## src/sv/bfiq_pkg.sv

```systemverilog
// Shared constants, command and status types and helpers for the Bloom filter block.
`timescale 1ns / 1ps

package bfiq_pkg;

    localparam int MAX_FILTER_BYTES = 512;
    localparam int MAX_PROBES       = 30;
    localparam int FILTER_CAP       = MAX_FILTER_BYTES * 8;
    localparam int MIN_FILTER_BITS  = 64;
    localparam int POS_W            = $clog2(FILTER_CAP);
    localparam int BYTE_AW          = $clog2(MAX_FILTER_BYTES);
    localparam int BITS_W           = 13;
    localparam int BITS_EXT_W       = BITS_W + 1;
    localparam int PROBE_W          = 5;
    localparam int HASH_W           = 32;
    localparam int ROT              = 17;
    localparam int RADIX_BITS       = 4;
    localparam int MOD_STEPS        = HASH_W / RADIX_BITS;
    localparam int MOD_CNT_W        = $clog2(MOD_STEPS);
    localparam int CFG_IDX_W        = 8;
    localparam int CFG_DATA_W       = 13;
    localparam int OUT_W            = 8;

    localparam logic [CFG_IDX_W-1:0] REG_NUM_PROBES  = CFG_IDX_W'(0);
    localparam logic [CFG_IDX_W-1:0] REG_FILTER_BITS = CFG_IDX_W'(1);

    localparam logic [PROBE_W-1:0] NUM_PROBES_RST  = PROBE_W'(6);
    localparam logic [BITS_W-1:0]  FILTER_BITS_RST = BITS_W'(4096);
    localparam logic [PROBE_W-1:0] PROBE_LIMIT     = PROBE_W'(MAX_PROBES);

    localparam logic OP_INSERT = 1'b0;
    localparam logic OP_QUERY  = 1'b1;

    // Which dividend the remainder unit works on.
    typedef enum logic [1:0] {
        MOD_HASH = 2'd0,
        MOD_STEP = 2'd1,
        MOD_WRAP = 2'd2
    } bfiq_mod_sel_t;

    typedef struct packed {
        logic          load_item;
        logic          clear_wr;
        logic          mod_start;
        bfiq_mod_sel_t mod_sel;
        logic          cap_pos;
        logic          cap_step;
        logic          cap_wrap;
        logic          mem_rd;
        logic          probe_commit;
        logic          miss;
        logic          out_load;
    } bfiq_cmd_t;

    typedef struct packed {
        logic clear_last;
        logic skip_probes;
        logic mod_done;
        logic is_query;
        logic bit_set;
        logic last_probe;
        logic out_free;
    } bfiq_sts_t;

    // Filter size actually used: at least 64, rounded up to a byte, capped at the store.
    function automatic logic [BITS_W-1:0] bits_in_use(input logic [BITS_W-1:0] fb);
        logic [BITS_EXT_W-1:0] b;
        b = {1'b0, fb};
        if (b < BITS_EXT_W'(MIN_FILTER_BITS)) begin
            b = BITS_EXT_W'(MIN_FILTER_BITS);
        end
        b = (b + BITS_EXT_W'(7)) & ~BITS_EXT_W'(7);
        if (b > BITS_EXT_W'(FILTER_CAP)) begin
            b = BITS_EXT_W'(FILTER_CAP);
        end
        return b[BITS_W-1:0];
    endfunction

    // Probe step: the hash rotated right.
    function automatic logic [HASH_W-1:0] probe_step(input logic [HASH_W-1:0] h);
        return {h[ROT-1:0], h[HASH_W-1:ROT]};
    endfunction

endpackage

```

## src/sv/bfiq_mod.sv

```systemverilog
// Iterative remainder unit: 32-bit dividend modulo the filter size, four bits per cycle.
`timescale 1ns / 1ps

module bfiq_mod (
    input  logic                         aclk,
    input  logic                         aresetn,
    input  logic                         start,
    input  logic [bfiq_pkg::HASH_W-1:0]  dividend,
    input  logic [bfiq_pkg::BITS_W-1:0]  divisor,
    output logic [bfiq_pkg::POS_W-1:0]   rem,
    output logic                         done
);
    import bfiq_pkg::*;

    logic [HASH_W-1:0]    dvd_reg, dvd_next;
    logic [POS_W-1:0]     rem_reg, rem_next;
    logic [MOD_CNT_W-1:0] cnt_reg, cnt_next;
    logic                 busy_reg, busy_next;
    logic                 done_reg, done_next;

    // Four restoring steps per cycle on the partial remainder.
    always_comb begin
        logic [BITS_W-1:0] t;
        logic [POS_W-1:0]  r;
        r = rem_reg;
        for (int i = 0; i < RADIX_BITS; i++) begin
            t = BITS_W'({r, dvd_reg[HASH_W-1-i]});
            if (t >= divisor) begin
                t = t - divisor;
            end
            r = t[POS_W-1:0];
        end

        dvd_next  = dvd_reg;
        rem_next  = rem_reg;
        cnt_next  = cnt_reg;
        busy_next = busy_reg;
        done_next = 1'b0;
        if (start) begin
            dvd_next  = dividend;
            rem_next  = '0;
            cnt_next  = '0;
            busy_next = 1'b1;
        end else if (busy_reg) begin
            dvd_next = dvd_reg << RADIX_BITS;
            rem_next = r;
            cnt_next = cnt_reg + MOD_CNT_W'(1);
            if (cnt_reg == MOD_CNT_W'(MOD_STEPS - 1)) begin
                busy_next = 1'b0;
                done_next = 1'b1;
            end
        end
    end

    always_ff @(posedge aclk) begin
        if (!aresetn) begin
            busy_reg <= 1'b0;
            done_reg <= 1'b0;
            cnt_reg  <= '0;
        end else begin
            busy_reg <= busy_next;
            done_reg <= done_next;
            cnt_reg  <= cnt_next;
        end
        dvd_reg <= dvd_next;
        rem_reg <= rem_next;
    end

    assign rem  = rem_reg;
    assign done = done_reg;

endmodule

```

## src/sv/bfiq_datapath.sv

```systemverilog
// Datapath: configuration registers, probe arithmetic, bit store and result register.
`timescale 1ns / 1ps

module bfiq_datapath (
    input  logic                            aclk,
    input  logic                            aresetn,
    input  logic                            cfg_we,
    input  logic [bfiq_pkg::CFG_IDX_W-1:0]  cfg_index,
    input  logic [bfiq_pkg::CFG_DATA_W-1:0] cfg_data,
    input  logic                            in_op,
    input  logic [bfiq_pkg::HASH_W-1:0]     in_key_hash,
    input  bfiq_pkg::bfiq_cmd_t             cmd,
    output bfiq_pkg::bfiq_sts_t             sts,
    output logic                            m_tvalid,
    input  logic                            m_tready,
    output logic [bfiq_pkg::OUT_W-1:0]      m_tdata
);
    import bfiq_pkg::*;

    logic [PROBE_W-1:0] np_reg;
    logic [BITS_W-1:0]  fb_reg;

    logic [HASH_W-1:0]  h_reg;
    logic [HASH_W-1:0]  step_reg;
    logic               is_query_reg;
    logic               skip_reg;
    logic [BITS_W-1:0]  bits_reg;
    logic [PROBE_W-1:0] k_reg;
    logic [PROBE_W-1:0] j_reg;
    logic               hit_reg;
    logic [POS_W-1:0]   pos_reg;
    logic [POS_W-1:0]   s_reg;
    logic [POS_W-1:0]   w_reg;

    logic [BYTE_AW-1:0] clr_cnt_reg;
    logic [7:0]         mem [MAX_FILTER_BYTES];
    logic [7:0]         rdata_reg;

    logic               m_tvalid_reg;
    logic               mp_reg;

    logic [PROBE_W-1:0] k_one;
    logic [HASH_W-1:0]  mod_dvd;
    logic [POS_W-1:0]   mod_rem;
    logic               mod_done;
    logic [BITS_W-1:0]  wrap_cand;
    logic [HASH_W:0]    h_sum;
    logic [BITS_W-1:0]  sum_a;
    logic [BITS_W-1:0]  red_a;
    logic [BITS_W-1:0]  wrap_sum;
    logic [POS_W-1:0]   pos_a;
    logic [POS_W-1:0]   pos_nxt;
    logic [7:0]         bit_mask;
    logic               mem_we;
    logic [BYTE_AW-1:0] mem_waddr;
    logic [7:0]         mem_wdata;

    assign k_one = (np_reg == '0) ? PROBE_W'(1) : np_reg;

    always_comb begin
        case (cmd.mod_sel)
            MOD_HASH: mod_dvd = h_reg;
            MOD_STEP: mod_dvd = step_reg;
            MOD_WRAP: mod_dvd = '1;
            default:  mod_dvd = '0;
        endcase
    end

    bfiq_mod u_mod (
        .aclk     (aclk),
        .aresetn  (aresetn),
        .start    (cmd.mod_start),
        .dividend (mod_dvd),
        .divisor  (bits_reg),
        .rem      (mod_rem),
        .done     (mod_done)
    );

    // 2^32 mod B is one more than (2^32 - 1) mod B, folded back to zero at B.
    assign wrap_cand = BITS_W'(mod_rem) + BITS_W'(1);

    // Next probe: add the reduced step, and take away 2^32 mod B when the hash wrapped.
    assign h_sum    = {1'b0, h_reg} + {1'b0, step_reg};
    assign sum_a    = BITS_W'(pos_reg) + BITS_W'(s_reg);
    assign red_a    = (sum_a >= bits_reg) ? (sum_a - bits_reg) : sum_a;
    assign pos_a    = red_a[POS_W-1:0];
    assign wrap_sum = BITS_W'(pos_a) + bits_reg - BITS_W'(w_reg);

    always_comb begin
        pos_nxt = pos_a;
        if (h_sum[HASH_W]) begin
            if (pos_a >= w_reg) begin
                pos_nxt = pos_a - w_reg;
            end else begin
                pos_nxt = wrap_sum[POS_W-1:0];
            end
        end
    end

    assign bit_mask  = 8'(1) << pos_reg[2:0];
    assign mem_we    = cmd.clear_wr | (cmd.probe_commit & ~is_query_reg);
    assign mem_waddr = cmd.clear_wr ? clr_cnt_reg : pos_reg[POS_W-1:3];
    assign mem_wdata = cmd.clear_wr ? 8'h00 : (rdata_reg | bit_mask);

    always_ff @(posedge aclk) begin
        if (mem_we) begin
            mem[mem_waddr] <= mem_wdata;
        end
        if (cmd.mem_rd) begin
            rdata_reg <= mem[pos_reg[POS_W-1:3]];
        end
    end

    always_ff @(posedge aclk) begin
        if (!aresetn) begin
            np_reg       <= NUM_PROBES_RST;
            fb_reg       <= FILTER_BITS_RST;
            clr_cnt_reg  <= '0;
            m_tvalid_reg <= 1'b0;
        end else begin
            if (cfg_we && cfg_index == REG_NUM_PROBES) begin
                np_reg <= cfg_data[PROBE_W-1:0];
            end
            if (cfg_we && cfg_index == REG_FILTER_BITS) begin
                fb_reg <= cfg_data[BITS_W-1:0];
            end
            if (cmd.clear_wr) begin
                clr_cnt_reg <= clr_cnt_reg + BYTE_AW'(1);
            end
            if (cmd.out_load) begin
                m_tvalid_reg <= 1'b1;
            end else if (m_tready) begin
                m_tvalid_reg <= 1'b0;
            end
        end
    end

    always_ff @(posedge aclk) begin
        if (cmd.load_item) begin
            h_reg        <= in_key_hash;
            step_reg     <= probe_step(in_key_hash);
            is_query_reg <= in_op;
            bits_reg     <= bits_in_use(fb_reg);
            skip_reg     <= (in_op == OP_QUERY) && (k_one > PROBE_LIMIT);
            k_reg        <= ((in_op == OP_INSERT) && (k_one > PROBE_LIMIT)) ? PROBE_LIMIT
                                                                            : k_one;
            j_reg        <= '0;
            hit_reg      <= 1'b1;
        end
        if (cmd.cap_pos) begin
            pos_reg <= mod_rem;
        end
        if (cmd.cap_step) begin
            s_reg <= mod_rem;
        end
        if (cmd.cap_wrap) begin
            w_reg <= (wrap_cand == bits_reg) ? '0 : wrap_cand[POS_W-1:0];
        end
        if (cmd.probe_commit) begin
            pos_reg <= pos_nxt;
            h_reg   <= h_sum[HASH_W-1:0];
            j_reg   <= j_reg + PROBE_W'(1);
        end
        if (cmd.miss) begin
            hit_reg <= 1'b0;
        end
        if (cmd.out_load) begin
            mp_reg <= is_query_reg & hit_reg;
        end
    end

    assign sts.clear_last  = (clr_cnt_reg == '1);
    assign sts.skip_probes = skip_reg;
    assign sts.mod_done    = mod_done;
    assign sts.is_query    = is_query_reg;
    assign sts.bit_set     = rdata_reg[pos_reg[2:0]];
    assign sts.last_probe  = ((j_reg + PROBE_W'(1)) == k_reg);
    assign sts.out_free    = ~m_tvalid_reg | m_tready;

    assign m_tvalid = m_tvalid_reg;
    assign m_tdata  = {{(OUT_W-1){1'b0}}, mp_reg};

endmodule

```

## config.mk

```make
export PLATFORM = sky130hd
export DESIGN_NAME = bfiq_datapath
export DESIGN_NICKNAME = d
export VERILOG_FILES = /design/src/sv/bfiq_pkg.sv /design/src/sv/bfiq_mod.sv /design/src/sv/bfiq_datapath.sv
export SDC_FILE = /design/constraint.sdc
export NUM_CORES = 2
export LEC_CHECK = 0
export BUFFER_PORTS_ARGS = -buffer_cell sky130_fd_sc_hd__buf_2
export CAP_MARGIN = 10
export CELL_PAD_IN_SITES_DETAIL_PLACEMENT = 1
export CELL_PAD_IN_SITES_GLOBAL_PLACEMENT = 1
export CORE_MARGIN = 2
export CORE_UTILIZATION = 50
export CTS_BUF_LIST = sky130_fd_sc_hd__clkbuf_4
export CTS_CLUSTER_DIAMETER = 100
export DETAILED_ROUTE_END_ITERATION = 6
export GPL_TIMING_DRIVEN = 0
export HOLD_SLACK_MARGIN = 0.15
export PLACE_DENSITY_LB_ADDON = 0.25
export SLEW_MARGIN = 30
export SYNTH_ARGS = -nofsm -noshare
export SYNTH_HDL_FRONTEND = slang
export SYNTH_SLANG_ARGS = --single-unit
```

## constraint.sdc

```tcl
create_clock -name aclk -period 19.95 [get_ports aclk]
set_input_delay 3.99 -clock aclk [delete_from_list [all_inputs] [get_ports aclk]]
set_output_delay 3.99 -clock aclk [all_outputs]
set_load 0.02 [all_outputs]
```

==> summary.txt <==
========================================================================================================
Async S/R FF share, synth .................................................................           0%
Highest cell delay on the worst timing path ...............................................      0.71 ns
Crit path launch type .....................................................................         flop
P&R area growth vs syn ....................................................................        14.9%
Number of enable flip-flop cells after synthesis ..........................................         4259
Number of setup violations in the final report ............................................            0
Post-synthesis register bit count .........................................................         4305
Worst hold path class ..................................................................... flop to flop
Worst reg2reg endpoint .................................................................... u_mod.rem[11]
Cts-stage hold buffer count ...............................................................            0
Worst reg2reg path startpoint .............................................................  bits_reg[3]
Synth warnings ............................................................................            0
Most used cell along the critical path ....................................................      a21oi_1
First-pass detailed-route iteration total .................................................            6
Total congestion overflow after global routing ............................................            0
Actual transition at the worst max-transition pin .........................................      1.14 ns
Slew Limit Fails ..........................................................................            0
Fill count ................................................................................        29900
Post-CTS repair timing setup buffer count .................................................            0
Crit. End Element .........................................................................         flop
I/O Pins ..................................................................................           86
Reg area .................................................................................. 129000 sq um
DRT antenna net count .....................................................................            0
Final instance count without filler cells .................................................        14900
Dpl hpwl ..................................................................................    378000 um
Clock insertion delay at the later pin of the skew report .................................      1.78 ns
Fraction of layout instances using a drive strength above 1 ...............................        35.3%
Top library cells by usage in the layout, fill and taps aside ............................. 4259 x edfxtp_1, 1621 x clkbuf_4, 1282 x mux4_2
Type of the setup path with the least slack ............................................... flop to flop
Cell depth of the worst flop-to-flop path .................................................           32
Static leakage ............................................................................      64.4 nW
Post-route DRC ............................................................................            0
1st-iter DRT viols ........................................................................        13100
Total power density per cell area .........................................................  146 nW/um^2
Global-route wire length before repair ....................................................    751000 um
Effective utilization at floorplan ........................................................        50.3%
Top reg by flops ..........................................................................          mem
Cell count after placement ................................................................        13000
Setup slack of the most critical reg-to-reg path ..........................................      9.25 ns
Synthesized area per cell .................................................................   21.2 sq um
Crit path required time ...................................................................     21.51 ns
Worst setup path startpoint ...............................................................  bits_reg[3]
Last weighted congestion value of the routability-driven placer ...........................        0.957
Slowest cell on crit path .................................................................     o221ai_1
Sequential share of the synthesized area ..................................................        74.7%
Sink Count ................................................................................         4305
Hold Worst Slack ..........................................................................     0.479 ns
RSZ-0062 raised after global routing ......................................................        false
Y dimension of the die ....................................................................       591 um
Sum Neg Setup Slack .......................................................................         0 ns
Worst max-slew margin expressed relative to the limit .....................................        23.9%
Maximum frequency from static timing analysis .............................................     93.5 MHz
Detailed-route wire length per cell .......................................................      35.9 um
Routed vias ...............................................................................        95600
Total die area ............................................................................ 350000 sq um
Status .................................................................................... finished, final reports clean
Post-Route WL .............................................................................    536000 um
Number of I/O port buffers ................................................................           75
Number of global-route vias before repair .................................................        98900
Core box area ............................................................................. 343000 sq um
Chip width ................................................................................       591 um
Post-CTS clock slew at the launch and capture registers of the worst setup and hold paths .      0.07 ns
Primary flip-flop cell chosen by synthesis mapping ........................................     edfxtp_1
Peak supply drop ..........................................................................  0.0000958 V
Resize count post-CTS .....................................................................            0
Worst EP arrival ..........................................................................     12.26 ns
Syn Std Cell Area ......................................................................... 172000 sq um
Post-DR vias/cell .........................................................................         6.40
Final hold vios ...........................................................................            0
Number of cells produced by synthesis .....................................................         8153
Placed inst area .......................................................................... 184000 sq um
Time the final worst path needs with I/O delays and setup .................................     10.70 ns
Num rows ..................................................................................          215
Deepest level of the CTS H-tree ...........................................................            7
Most common cell after layout, fill and taps aside ........................................     edfxtp_1
Aggregate global-route resource usage .....................................................        31.2%
Initial antenna violation count ...........................................................           40
Clock buffer depth ........................................................................            5
Worst setup path end ...................................................................... u_mod.rem[11]
Fin area .................................................................................. 198000 sq um
Area of combinational cells with multiple inputs ..........................................  41300 sq um
TritonCTS Buffers .........................................................................         1166
Count of unique library cells instantiated by Yosys .......................................           74
Number of flip-flops in the largest register ..............................................         4096
TritonCTS clock tree ......................................................................          yes
Clk_skew ..................................................................................     0.242 ns
Number of max-capacitance violations reported .............................................            0
Total Nets Final ..........................................................................         9821
Max FO, Critical Path .....................................................................           10
Period Utilization, post-route ............................................................        53.6%
Pin count of the biggest net entering global routing ......................................           52
Clock Root Buffer .........................................................................     clkbuf_4
========================================================================================================
## logic make-up (layout without fill, tap and decap cells)
logic type	count (synthesis)	after routing	share of synthesized area (%)
and+or+nand+nor	1040	1040	2.58
xor gates and xnor gates	127	127	0.645
other	1	48	0.00217
buffers and inverters	594	2761	1.52
AOI/OAI and AO/OA	567	567	2.15
adders and majority gates	141	141	1.10
DFF	4305	4305	74.7
muxes	1378	1378	17.3
## critical path: cells and delay by family, from the launching register on
family | cells | cell delay [ns]
AOI/OAI and AO/OA | 16 | 4.39
adders and majority gates | 5 | 1.89
buffers and inverters | 4 | 1.71
and+or+nand+nor | 5 | 0.96
muxes | 2 | 0.90
DFF | 1 | 0.67
## synth_stat cells, types with 5 or more instances
master    number  area share [%]
a211oi_1       8           0.035
a21boi_0       5           0.022
a21o_1        40            0.17
a21oi_1      141            0.41
a221oi_1      12           0.061
a221oi_2       6           0.052
a22o_1        16           0.081
a22oi_1       96            0.42
a31o_2         9           0.046
a31oi_1       16           0.058
and2_1        16           0.058
and3_1         9           0.033
buf_1         45           0.098
buf_2         95            0.28
buf_4         35            0.15
buf_6         19            0.12
clkbuf_1     271            0.59
dfxtp_1       46            0.53
edfxtp_1    4259              74
fa_1          18            0.21
ha_1         123            0.89
inv_1        128            0.28
mux2_2        44            0.29
mux2i_1       52            0.30
mux4_2      1282              17
nand2_1      122            0.27
nand2b_1      25           0.091
nand3_1       35            0.10
nand4_1       13           0.047
nor2_1       674             1.5
nor2b_1       44            0.16
nor3_1        55            0.16
nor4_1         5           0.018
o211ai_1      35            0.15
o21a_1        10           0.044
o21ai_0      118            0.34
o21bai_1       7           0.030
o22ai_1       13           0.047
o32ai_1        6           0.030
or2_2         11           0.040
or3_1         11           0.040
xnor2_1       84            0.43
xor2_1        43            0.22
## cell type report
type	count	area share [%]
tap	4557	2.88
multi-input combinational	3260	20.8
inverter	129	0.244
buffer	465	1.18
timing repair buffer	283	2.91
sequential	4305	65.0
antenna	41	0.0518
clock buffer	1608	6.09
clock inverter	276	0.788
## through the flow
step / utilization, % / power, mW / setup WS, ns
2_1_floorplan: - / 17.3 / 0.752
3_3_place_gp: 52.0 / 21.6 / -14.74
3_5_place_dp: 53.7 / 21.4 / 9.48
4_1_cts: 57.7 / 29.0 / 9.34
5_1_grt: 57.7 / 29.8 / 8.43
6_report: 57.7 / 29.0 / 9.25
## power breakdown
part	switching (mW)	internal, mW	total, mW
combinational	6.49	4.09	10.6
sequential	0.0947	10.8	10.9
clock	3.64	3.93	7.57
## per-layer routing
layer  GRT usage (%)  routed length, um
met1            41.1             197000
met2            47.6             251000
met3            8.76              59200
met4            16.9              28200
met5           0.257                276
## worst min-delay path by stage
stage                     endpoint  cells after the start          from
after floorplan           s_reg[2]                      0  u_mod.rem[2]
after global placement     hit_reg                      2       hit_reg
after detailed placement   hit_reg                      2       hit_reg
after CTS                  hit_reg                      2       hit_reg
after global routing      s_reg[2]                      0  u_mod.rem[2]
final                      hit_reg                      2       hit_reg
No activity file was read; power rests on OpenSTA's default activity.
