===== src/sv/bfiq_pkg.sv =====
// Shared constants, command and status types and helpers for the Bloom filter block.
`timescale 1ns / 1ps

package bfiq_pkg;

    localparam int MAX_FILTER_BYTES = 512;
    localparam int MAX_PROBES       = 30;
    localparam int FILTER_CAP       = MAX_FILTER_BYTES * 8;
    localparam int MIN_FILTER_BITS  = 64;
    localparam int POS_W            = $clog2(FILTER_CAP);
    localparam int BYTE_AW          = $clog2(MAX_FILTER_BYTES);
    localparam int BITS_W           = 13;
    localparam int BITS_EXT_W       = BITS_W + 1;
    localparam int PROBE_W          = 5;
    localparam int HASH_W           = 32;
    localparam int ROT              = 17;
    localparam int RADIX_BITS       = 4;
    localparam int MOD_STEPS        = HASH_W / RADIX_BITS;
    localparam int MOD_CNT_W        = $clog2(MOD_STEPS);
    localparam int CFG_IDX_W        = 8;
    localparam int CFG_DATA_W       = 13;
    localparam int OUT_W            = 8;

    localparam logic [CFG_IDX_W-1:0] REG_NUM_PROBES  = CFG_IDX_W'(0);
    localparam logic [CFG_IDX_W-1:0] REG_FILTER_BITS = CFG_IDX_W'(1);

    localparam logic [PROBE_W-1:0] NUM_PROBES_RST  = PROBE_W'(6);
    localparam logic [BITS_W-1:0]  FILTER_BITS_RST = BITS_W'(4096);
    localparam logic [PROBE_W-1:0] PROBE_LIMIT     = PROBE_W'(MAX_PROBES);

    localparam logic OP_INSERT = 1'b0;
    localparam logic OP_QUERY  = 1'b1;

    // Which dividend the remainder unit works on.
    typedef enum logic [1:0] {
        MOD_HASH = 2'd0,
        MOD_STEP = 2'd1,
        MOD_WRAP = 2'd2
    } bfiq_mod_sel_t;

    typedef struct packed {
        logic          load_item;
        logic          clear_wr;
        logic          mod_start;
        bfiq_mod_sel_t mod_sel;
        logic          cap_pos;
        logic          cap_step;
        logic          cap_wrap;
        logic          mem_rd;
        logic          probe_commit;
        logic          miss;
        logic          out_load;
    } bfiq_cmd_t;

    typedef struct packed {
        logic clear_last;
        logic skip_probes;
        logic mod_done;
        logic is_query;
        logic bit_set;
        logic last_probe;
        logic out_free;
    } bfiq_sts_t;

    // Filter size actually used: at least 64, rounded up to a byte, capped at the store.
    function automatic logic [BITS_W-1:0] bits_in_use(input logic [BITS_W-1:0] fb);
        logic [BITS_EXT_W-1:0] b;
        b = {1'b0, fb};
        if (b < BITS_EXT_W'(MIN_FILTER_BITS)) begin
            b = BITS_EXT_W'(MIN_FILTER_BITS);
        end
        b = (b + BITS_EXT_W'(7)) & ~BITS_EXT_W'(7);
        if (b > BITS_EXT_W'(FILTER_CAP)) begin
            b = BITS_EXT_W'(FILTER_CAP);
        end
        return b[BITS_W-1:0];
    endfunction

    // Probe step: the hash rotated right.
    function automatic logic [HASH_W-1:0] probe_step(input logic [HASH_W-1:0] h);
        return {h[ROT-1:0], h[HASH_W-1:ROT]};
    endfunction

endpackage


===== src/sv/bfiq_ctrl.sv =====
// Controller: sequences the clearing pass, remainder setup and per-probe store accesses.
`timescale 1ns / 1ps

module bfiq_ctrl (
    input  logic                 aclk,
    input  logic                 aresetn,
    input  logic                 s_tvalid,
    output logic                 s_tready,
    input  bfiq_pkg::bfiq_sts_t  sts,
    output bfiq_pkg::bfiq_cmd_t  cmd
);
    import bfiq_pkg::*;

    typedef enum logic [8:0] {
        ST_CLEAR    = 9'b000000001,
        ST_IDLE     = 9'b000000010,
        ST_SETUP    = 9'b000000100,
        ST_MOD_H    = 9'b000001000,
        ST_MOD_S    = 9'b000010000,
        ST_MOD_W    = 9'b000100000,
        ST_PROBE_RD = 9'b001000000,
        ST_PROBE_WR = 9'b010000000,
        ST_DONE     = 9'b100000000
    } bfiq_state_t;

    bfiq_state_t state_reg, state_next;

    always_comb begin
        state_next = state_reg;
        cmd        = '0;
        cmd.mod_sel = MOD_HASH;
        case (state_reg)
            ST_CLEAR: begin
                cmd.clear_wr = 1'b1;
                if (sts.clear_last) begin
                    state_next = ST_IDLE;
                end
            end
            ST_IDLE: begin
                if (s_tvalid) begin
                    cmd.load_item = 1'b1;
                    state_next    = ST_SETUP;
                end
            end
            ST_SETUP: begin
                if (sts.skip_probes) begin
                    state_next = ST_DONE;
                end else begin
                    cmd.mod_start = 1'b1;
                    cmd.mod_sel   = MOD_HASH;
                    state_next    = ST_MOD_H;
                end
            end
            ST_MOD_H: begin
                if (sts.mod_done) begin
                    cmd.cap_pos   = 1'b1;
                    cmd.mod_start = 1'b1;
                    cmd.mod_sel   = MOD_STEP;
                    state_next    = ST_MOD_S;
                end
            end
            ST_MOD_S: begin
                if (sts.mod_done) begin
                    cmd.cap_step  = 1'b1;
                    cmd.mod_start = 1'b1;
                    cmd.mod_sel   = MOD_WRAP;
                    state_next    = ST_MOD_W;
                end
            end
            ST_MOD_W: begin
                if (sts.mod_done) begin
                    cmd.cap_wrap = 1'b1;
                    state_next   = ST_PROBE_RD;
                end
            end
            ST_PROBE_RD: begin
                cmd.mem_rd = 1'b1;
                state_next = ST_PROBE_WR;
            end
            ST_PROBE_WR: begin
                if (sts.is_query && !sts.bit_set) begin
                    cmd.miss   = 1'b1;
                    state_next = ST_DONE;
                end else begin
                    cmd.probe_commit = 1'b1;
                    state_next = sts.last_probe ? ST_DONE : ST_PROBE_RD;
                end
            end
            ST_DONE: begin
                if (sts.out_free) begin
                    cmd.out_load = 1'b1;
                    state_next   = ST_IDLE;
                end
            end
            default: begin
                state_next = ST_IDLE;
            end
        endcase
    end

    always_ff @(posedge aclk) begin
        if (!aresetn) begin
            state_reg <= ST_CLEAR;
        end else begin
            state_reg <= state_next;
        end
    end

    assign s_tready = (state_reg == ST_IDLE);

endmodule


===== config.mk =====
export PLATFORM = sky130hd
export DESIGN_NAME = bfiq_ctrl
export DESIGN_NICKNAME = d
export VERILOG_FILES = /design/src/sv/bfiq_pkg.sv /design/src/sv/bfiq_ctrl.sv
export SDC_FILE = /design/constraint.sdc
export NUM_CORES = 1
export LEC_CHECK = 0
export ABC_AREA = 1
export BUFFER_PORTS_ARGS = -buffer_cell sky130_fd_sc_hd__buf_2
export CORE_AREA = 10 10 52 54
export DETAILED_ROUTE_END_ITERATION = 12
export DIE_AREA = 0 0 62 64
export GPL_ROUTABILITY_DRIVEN = 0
export PLACE_DENSITY = 0.71
export RECOVER_POWER = 50
export REMOVE_ABC_BUFFERS = 1
export SKIP_LAST_GASP = 1
export SYNTH_ARGS = -nofsm -noshare
export SYNTH_HDL_FRONTEND = slang
export SYNTH_SLANG_ARGS = --single-unit
export TNS_END_PERCENT = 5

===== constraint.sdc =====
create_clock -name aclk -period 1.4 [get_ports aclk]
set_clock_uncertainty 0.1 [all_clocks]
set_input_delay 0.21 -clock aclk [delete_from_list [all_inputs] [get_ports aclk]]
set_output_delay 0.21 -clock aclk [all_outputs]
set_load 0.05 [all_outputs]

==> results of run 1 <==
==> layout make-up <==
class,instances,share of cell area [%]
flip-flops and latches,9,16.6
multi-input cells,88,42.7
well taps,25,2.86
repair buffers,44,26.9
inverters,25,8.58
clock buffers,4,2.40
==> logic make-up after synthesis <==
family,share of synthesized area [%]
AO/OA/AOI/OAI,4.14
flip-flops,24.9
buffers and inverters,15.0
AND/OR/NAND/NOR,56.0
==> worst reg2reg max path: stages, from the launching register on <==
cell and delay, ns:
dfxtp_1 0.37, nor2_4 0.06, nand2_2 0.09, nor2_4 0.06
buf_4 0.14, buf_4 0.12, nand3_1 0.06, nand2_1 0.08
nor2_4 0.20, nand2_4 0.10, nand2_1 0.08, nand2_1 0.05
nor2_1 0.08
==> repair_timing <==
item                       CTS  global route
setup endpoints to repair   21            21
pin swaps                    0             6
resized for setup            6            11
gates cloned                 0             0
buffers inserted             0             1
==> worst max-delay path by stage <==
stage                  end  slack, ns  depth (start not counted)
floorplan           cmd[9]      -1.51                          7
CTS                 cmd[9]      -0.45                          7
global placement    cmd[9]      -0.22                          7
global route        cmd[9]      -0.51                          7
detailed placement  cmd[9]      -0.25                          7
finish              cmd[9]      -0.46                          7
==> cells in the mapped netlist <==
cell type / instances
nor2_2: 5
nand3_2: 1
nor4_1: 1
dfxtp_1: 9
nor2_4: 2
nand2_2: 2
or2_2: 1
inv_2: 4
and3_1: 1
buf_4: 2
o21ai_0: 1
inv_1: 21
and2_1: 1
nand3_1: 12
nor3_1: 2
nor3_2: 1
nand2_4: 2
nand2_1: 23
a21oi_1: 5
or2_1: 1
nand3b_1: 2
nor2_1: 25
==> per-stage QoR <==
step,cells,area [µm²]
floorplan,122,709
global placement,190,1010
detailed placement,190,1010
CTS,194,1050
global route,195,1090
finish,195,1090
==> power by group <==
group | switching [mW] | internal, mW
registers | 0.0802 | 0.335
logic | 0.945 | 0.664
clock network | 0.0892 | 0.110
total | 1.11 | 1.11
==> per-layer routing <==
metal | track usage [%] | up-vias | routed length (µm)
li1 | - | 470 | -
met1 | 12.0 | 382 | 915
met2 | 17.6 | 26 | 967
met3 | 4.15 | 6 | 119
met4 | 5.87 | 0 | 46
met5 | 0 | - | 0
==> qor.yml, run 1 <==
sta:
  fmax_mhz: 538
  final.period_utilization_pct: 133
  hold_ws_ns: 0.105
  rsz0062_at_grt: "yes"
  maxSlewHeadroom_pct: 80.5
  finalSetupTns_ns: -6.34
  min_period_ns: 1.86
  drv_slew: 0
  setup_slack_ns: -0.459
  setup_violations: 21
  final-hold-violation-count: 0
  worst_slew_pin_slew_ns: 0.292
route:
  post_drt_wl_per_cell_um: 10.5
  dr.pass1.iters: 4
  first_iter_violations: 11
  detail-route-antenna-nets: 0
  routed_wl_um: 2050
  drcViolationCount: 0
  via_per_inst: 4.53
  vias: 884
hold_path:
  hold_path_class: "primary input to register"
  min_path_cells: 2
  min_from: "s_tvalid"
  hold_end: "state_reg[2]"
yosys:
  syn_inst: 124
  synth_top_area_share_pct: 24.9
  syn_area_um2: 724
  syn-mean-instance-area_um2: 5.84
  synth_top_area_cell: "dfxtp_1"
  synth.area.top_cells: "dfxtp_1 25%, nor2_1 13%, nand2_1 12%"
  synth_seq_area_share_pct: 24.9
  ys_warn_count: 0
  ys_seq_elements: 9
  synth.distinct_cells: 22
final_layout:
  n_antenna_cell: 0
  areaGrowthSynthToFinish_pct: 51.0
  layout_commonest_cell: "buf_4"
  ff_latch_area_um2: 181
  multiInputGateArea_um2: 467
  largest_reg_flops: 9
  fillerInstances: 145
  drive_gt1_share_pct: 41.8
  final_util_pct: 64.0
  final_nets: 181
  layout_common_cells: "26 x buf_4, 23 x nor2_1, 22 x nand2_1"
global_routing:
  antenna_found_initial: 0
  grt_use_total_pct: 11.0
  globalRouteOverflowTotal: 0
  grt_pass1_vias: 870
  grt_start_max_net_pins: 10
  grt_first_pass_wirelength_um: 3420
placement:
  pre_cts_slack_ns: -0.253
  io_buffers: 22
  dp_hpwl_um: 1720
worst_setup_path:
  worstSetupPathType: "register to output port"
  endpoint_kind: "output port"
  reg2reg_depth: 12
  worstReg2RegStart: "state_reg[6]"
  critical_path_arrival_ns: 1.55
  r2r_slack_ns: -0.23
  cp_cell_sequence: "nor2_4 -> nand2_2 -> nor2_4 -> nand2_2 -> or2_1 -> nand3b_1 -> buf_6"
  cp_top_family: "simple AND/OR/NAND/NOR gates"
  path_buf_inv: 1
  critPathRequiredTime_ns: 1.09
  crit_start: "state_reg[7]"
  crit_slowest_cell: "dfxtp_2"
  r2r_end: "state_reg[5]"
  startpoint_type: "register"
  slowest_delay_ns: 0.34
  path_max_fanout: 4
power_and_ir_drop:
  p_per_area_nw_per_um2: 2030
  vdd_drop_max_uv: 1070
  p_leak_nw: 0.666
  finalPower_mw: 2.22
clock_tree:
  clk_latency_ns: 0.26
  clk_path_buf_depth: 2
  cts_made_buffers: 3
  cts_sinks: 9
  cts_tree: "done"
  clk_pin_slew_worst_paths_ns: 0.06
  clockRootBuffer: "clkbuf_4"
  cts_max_level: 1
  hold_buffers: 0
outcome:
  violations: "negative setup slack"
  status: "finished with violations"
floorplan:
  rows: 15
  die_y_um: 64
  core_area_um2: 1710
  die_w_um: 62
  ioPinCount: 23
  die-area_um2: 3970
  initial_core_util_pct: 42.4
flow_run:
  cap_violations: 0
No activity file was read; power rests on OpenSTA's default activity.
==> run 2: changes to the inputs <==
CORE_AREA = 10 10 48 59   (was 10 10 52 54)
DIE_AREA = 0 0 58 69   (was 0 0 62 64)
PLACE_DENSITY = 0.7   (was 0.71)
==> run 2 against run 1 <==
Net effect:
- the run still ends with negative setup slack left
- design area grew 4.6%
- count of clock-buffer cells in the layout stayed put
- sequential share of layout area decreased by 0.29 points
- largest power group unchanged
==> qor.yml, run 2 (same netlist as run 1, synthesis figures left out) <==
worst_setup_path:
  worstSetupPathType: "register to output port"
  path_buf_inv: 1  # unchanged
  startpoint_type: "register"
  cp_cell_sequence: "nor2_4 -> nand2_2 -> nor2_4 -> nand2_2 -> or2_1 -> nand3b_1 -> buf_6"
  r2r_slack_ns: -0.21  # +0.02 ns
  crit_slowest_cell: "dfxtp_2"
  critical_path_arrival_ns: 1.52  # -0.03 ns
  worst-path-stages: 7  # unchanged
  cp_top_family: "simple AND/OR/NAND/NOR gates"
  reg2reg_depth: 9  # -3
  critPathRequiredTime_ns: 1.09  # about the same
  endpoint_kind: "output port"
  slowest_delay_ns: 0.33  # about the same
  path_max_fanout: 4  # unchanged
global_routing:
  grt_use_total_pct: 9.93  # -1.0 points
  grt_pass1_vias: 850  # -2.3%
  grt_first_pass_wirelength_um: 3340  # -2.4%
  globalRouteOverflowTotal: 0  # unchanged
  antenna_found_initial: 0  # unchanged
  grt_start_max_net_pins: 10  # unchanged
outcome:
  violations: "negative setup slack"
  status: "finished with violations"
final_layout:
  n_antenna_cell: 0  # unchanged
  drive_gt1_share_pct: 47.1  # +5.3 points
  stdcell_count: 189  # -3.1%
  final_nets: 181  # unchanged
  final_area_um2: 1140  # +4.6%
  layout_common_cells: "24 x buf_4, 22 x nor2_1, 21 x inv_1, 21 x nand2_1, 14 x buf_2"
  largest_reg_flops: 9  # unchanged
  layout_commonest_cell: "buf_4"
  fillerInstances: 169  # +17%
  areaGrowthSynthToFinish_pct: 57.9
sta:
  maxSlewHeadroom_pct: 80.5  # about the same
  fmax_mhz: 547  # +1.7%
  setup_slack_ns: -0.428  # +0.0303 ns
  final.period_utilization_pct: 131  # -2.2 points
  final-hold-violation-count: 0  # unchanged
  setup_violations: 20  # -4.8%
  drv_slew: 0  # unchanged
  min_period_ns: 1.83  # -0.0303 ns
  hold_ws_ns: 0.0855  # -0.0198 ns
  worst_slew_pin_slew_ns: 0.293  # +0.00105 ns
  finalSetupTns_ns: -5.82  # +0.524 ns
  rsz0062_at_grt: "yes"
route:
  dr.pass1.iters: 4  # unchanged
  first_iter_violations: 25  # +14
  routed_wl_um: 2050  # unchanged
  post_drt_wl_per_cell_um: 10.8  # +3.2%
  via_per_inst: 4.71  # +3.9%
  drcViolationCount: 0  # unchanged
  vias: 890  # +0.68%
  detail-route-antenna-nets: 0  # unchanged
clock_tree:
  clockRootBuffer: "clkbuf_4"
  hold_buffers: 0  # unchanged
  clk_latency_ns: 0.27  # about the same
  clk_pin_slew_worst_paths_ns: 0.06  # about the same
  cts_made_buffers: 3  # unchanged
  clk_path_buf_depth: 2  # unchanged
  cts_sinks: 9  # unchanged
  cts_max_level: 1  # unchanged
  cts_tree: "done"
power_and_ir_drop:
  vdd_drop_max_uv: 1210  # +13%
  p_leak_nw: 0.678  # +1.8%
  p_per_area_nw_per_um2: 2020  # -0.41%
  finalPower_mw: 2.32  # +4.2%
floorplan:
  initial_core_util_pct: 41.5  # -0.88 points
  die-area_um2: 4000  # +0.86%
  ioPinCount: 23  # unchanged
  die_y_um: 69  # +7.8%
  rows: 17  # +2
  die_w_um: 58  # -6.5%
  core_area_um2: 1740  # +2.1%
placement:
  place_area_um2: 971  # -3.7%
  io_buffers: 22  # unchanged
  dp_hpwl_um: 1570  # -8.4%
  dp.cells: 180  # -5.3%
flow_run:
  cap_violations: 0  # unchanged
hold_path:
  min_path_cells: 2  # unchanged
  hold_path_class: "primary input to register"
run 2: path summary, 6_finish.rpt:
kind | from | to
min | s_tvalid | state_reg[2]
max reg2reg | state_reg[8] | state_reg[5]
min reg2reg | state_reg[3] | state_reg[3]
max | state_reg[6] | cmd[9]
run 2: area by class of cell:
class | count | area, µm² | share of cell area [%]
multi-input combinational | 88 | 510 | 44.6
tap | 19 | 23.8 | 2.08
timing repair buffer | 44 | 303 | 26.5
clock buffer | 4 | 26.3 | 2.30
inverter | 25 | 93.8 | 8.21
sequential | 9 | 186 | 16.3
run 2: timing repair:
action	in CTS	in global routing
resized for setup	9	25
pin swaps	6	8
buffers inserted	1	4
endpoints found under the setup margin	21	21
run 2: routing by layer:
metal	routed length (µm)	track usage, %
met2	974	15.4
met4	59	7.03
met5	0	0
met1	896	11.0
met3	118	2.93
run 2: power breakdown:
part | leakage [nW] | internal [mW] | switching, mW
sequential | 0.0761 | 0.342 | 0.0983
clock | 0.0150 | 0.110 | 0.0976
combinational | 0.587 | 0.699 | 0.968
total | 0.678 | 1.15 | 1.16
run 2: per-stage QoR:
stage	setup slack [ns]	util (%)
finish	-0.428	65.6
global route	-0.515	65.6
CTS	-0.432	59.2
detailed placement	-0.273	55.7
global placement	-0.245	55.7
floorplan	-1.51	-
==> run 3: changes to the inputs <==
REMOVE_ABC_BUFFERS = not set   (was 1)
==> run 3 against run 2 <==
Net effect:
- the flow still finishes with violations (negative setup slack)
- combinational power increased by 4%
- first-iteration DRC count increased by 16%
- setup slack improved by 0.025 ns
- critical path type unchanged
- largest cell class unchanged
- largest power group unchanged
==> qor.yml, run 3 (same netlist as run 1, synthesis figures left out) <==
sta:
  setup_slack_ns: -0.404  # +0.0247 ns
  maxSlewHeadroom_pct: 80.3  # -0.19 points
  setup_violations: 21  # +5.0%
  hold_ws_ns: 0.0900  # +0.00451 ns
  final-hold-violation-count: 0  # unchanged
  drv_slew: 0  # unchanged
  rsz0062_at_grt: "yes"
  min_period_ns: 1.80  # -0.0247 ns
  worst_slew_pin_slew_ns: 0.296  # +0.00298 ns
  finalSetupTns_ns: -6.14  # -0.318 ns
  fmax_mhz: 554  # +1.4%
  final.period_utilization_pct: 129  # -1.8 points
worst_setup_path:
  r2r_slack_ns: -0.22  # about the same
  worstSetupPathType: "register to output port"
  critPathRequiredTime_ns: 1.09  # about the same
  startpoint_type: "register"
  endpoint_kind: "output port"
  critical_path_arrival_ns: 1.49  # -0.03 ns
  path_max_fanout: 3  # -1
clock_tree:
  clk_pin_slew_worst_paths_ns: 0.06  # about the same
  hold_buffers: 0  # unchanged
  clockRootBuffer: "clkbuf_4"
  clk_latency_ns: 0.27  # about the same
  cts_tree: "done"
  cts_sinks: 9  # unchanged
  clk_path_buf_depth: 2  # unchanged
  cts_made_buffers: 3  # unchanged
  cts_max_level: 1  # unchanged
route:
  vias: 913  # +2.6%
  post_drt_wl_per_cell_um: 11.9  # +10%
  first_iter_violations: 29  # +16%
  via_per_inst: 4.73  # +0.46%
  drcViolationCount: 0  # unchanged
  detail-route-antenna-nets: 0  # unchanged
  dr.pass1.iters: 4  # unchanged
  routed_wl_um: 2310  # +12%
floorplan:
  initial_core_util_pct: 41.5  # unchanged
  rows: 17  # unchanged
  die_y_um: 69  # unchanged
  die_w_um: 58  # unchanged
  ioPinCount: 23  # unchanged
  core_area_um2: 1740  # unchanged
  die-area_um2: 4000  # unchanged
power_and_ir_drop:
  switching_share_pct: 50.6  # +0.37 points
  vdd_drop_max_uv: 959  # -21%
  clkPwrFrac_pct: 8.9  # about the same
  p_per_area_nw_per_um2: 2050  # +1.2%
  intPower_mw: 1.18  # +2.2%
  p_leak_nw: 0.689  # +1.7%
  p_seq_share_pct: 18.5  # -0.5 points
  power_switching_mw: 1.21  # +3.8%
  p_comb_share_pct: 72.6  # +0.6 points
placement:
  dp_hpwl_um: 1730  # +10%
  pre_cts_slack_ns: -0.219  # +0.0539 ns
  io_buffers: 22  # unchanged
final_layout:
  layout_common_cells: "29 x buf_4, 22 x nor2_1, 21 x inv_1"
  drive_gt1_share_pct: 48.3  # +1.2 points
  layout_commonest_cell: "buf_4"
  fillerInstances: 157  # -7.1%
  final_util_pct: 66.7  # +1.1 points
  final_nets: 185  # +2.2%
  n_antenna_cell: 0  # unchanged
  largest_reg_flops: 9  # unchanged
  areaGrowthSynthToFinish_pct: 60.6
global_routing:
  antenna_found_initial: 0  # unchanged
  grt_start_max_net_pins: 10  # unchanged
  grt_first_pass_wirelength_um: 3770  # +13%
  grt_use_total_pct: 11.5  # +1.5 points
  globalRouteOverflowTotal: 0  # unchanged
  grt_pass1_vias: 888  # +4.5%
hold_path:
  hold_path_class: "primary input to register"
outcome:
  violations: "negative setup slack"
  status: "finished with violations"
yosys:
  syn_nets: 134
flow_run:
  cap_violations: 0  # unchanged
[run 3: layer usage]
| metal | GRT usage (%) | routed length, µm |
|---|---|---|
| met4 | 6.25 | 80 |
| met3 | 4.02 | 180 |
| met5 | 0 | 0 |
| met1 | 11.6 | 894 |
| met2 | 19.5 | 1150 |
[run 3: worst paths after layout]
kind | depth (start not counted) | start | to
max reg2reg | 9 | state_reg[6] | state_reg[4]
max | 7 | state_reg[6] | cmd[9]
min reg2reg | 2 | state_reg[3] | state_reg[3]
min | 2 | aresetn | state_reg[0]
[run 3: metrics by stage]
stage	instance area, µm²	power, mW	cells
5_1_grt	1160	2.58	193
2_1_floorplan	771	1.43	124
3_5_place_dp	1050	1.97	184
3_3_place_gp	1050	1.93	184
6_report	1160	2.39	193
4_1_cts	1130	2.30	192
[run 3: final cells by class]
| class | instances | area, µm² | share of cell area [%] |
|---|---|---|---|
| Multi-Input combinational cell | 88 | 502 | 43.1 |
| Timing Repair Buffer | 48 | 330 | 28.4 |
| Sequential cell | 9 | 188 | 16.1 |
| Inverter | 25 | 93.8 | 8.06 |
| Clock buffer | 4 | 26.3 | 2.26 |
| Tap cell | 19 | 23.8 | 2.04 |
[run 3: worst max-delay path: stages, from the launching register on]
cell and delay (ns):
dfxtp_2 0.33, nor2_4 0.13, nand2_2 0.09, nor2_4 0.12
nand2_2 0.06, or2_1 0.23, nand3b_1 0.10, buf_6 0.16
[run 3: power groups by stage]
stage	combinational, mW	sequential (mW)	clock (mW)
floorplan	1.01	0.420	0
global placement	1.52	0.411	0
detailed placement	1.56	0.414	0
CTS	1.67	0.423	0.217
global route	1.89	0.452	0.235
finish	1.73	0.441	0.212
[run 3: what timing repair did]
item / CTS / global route
gates resized for setup: 8 / 14
pin swaps: 7 / 6
buffers inserted: 4 / 1
setup endpoints to repair: 21 / 21
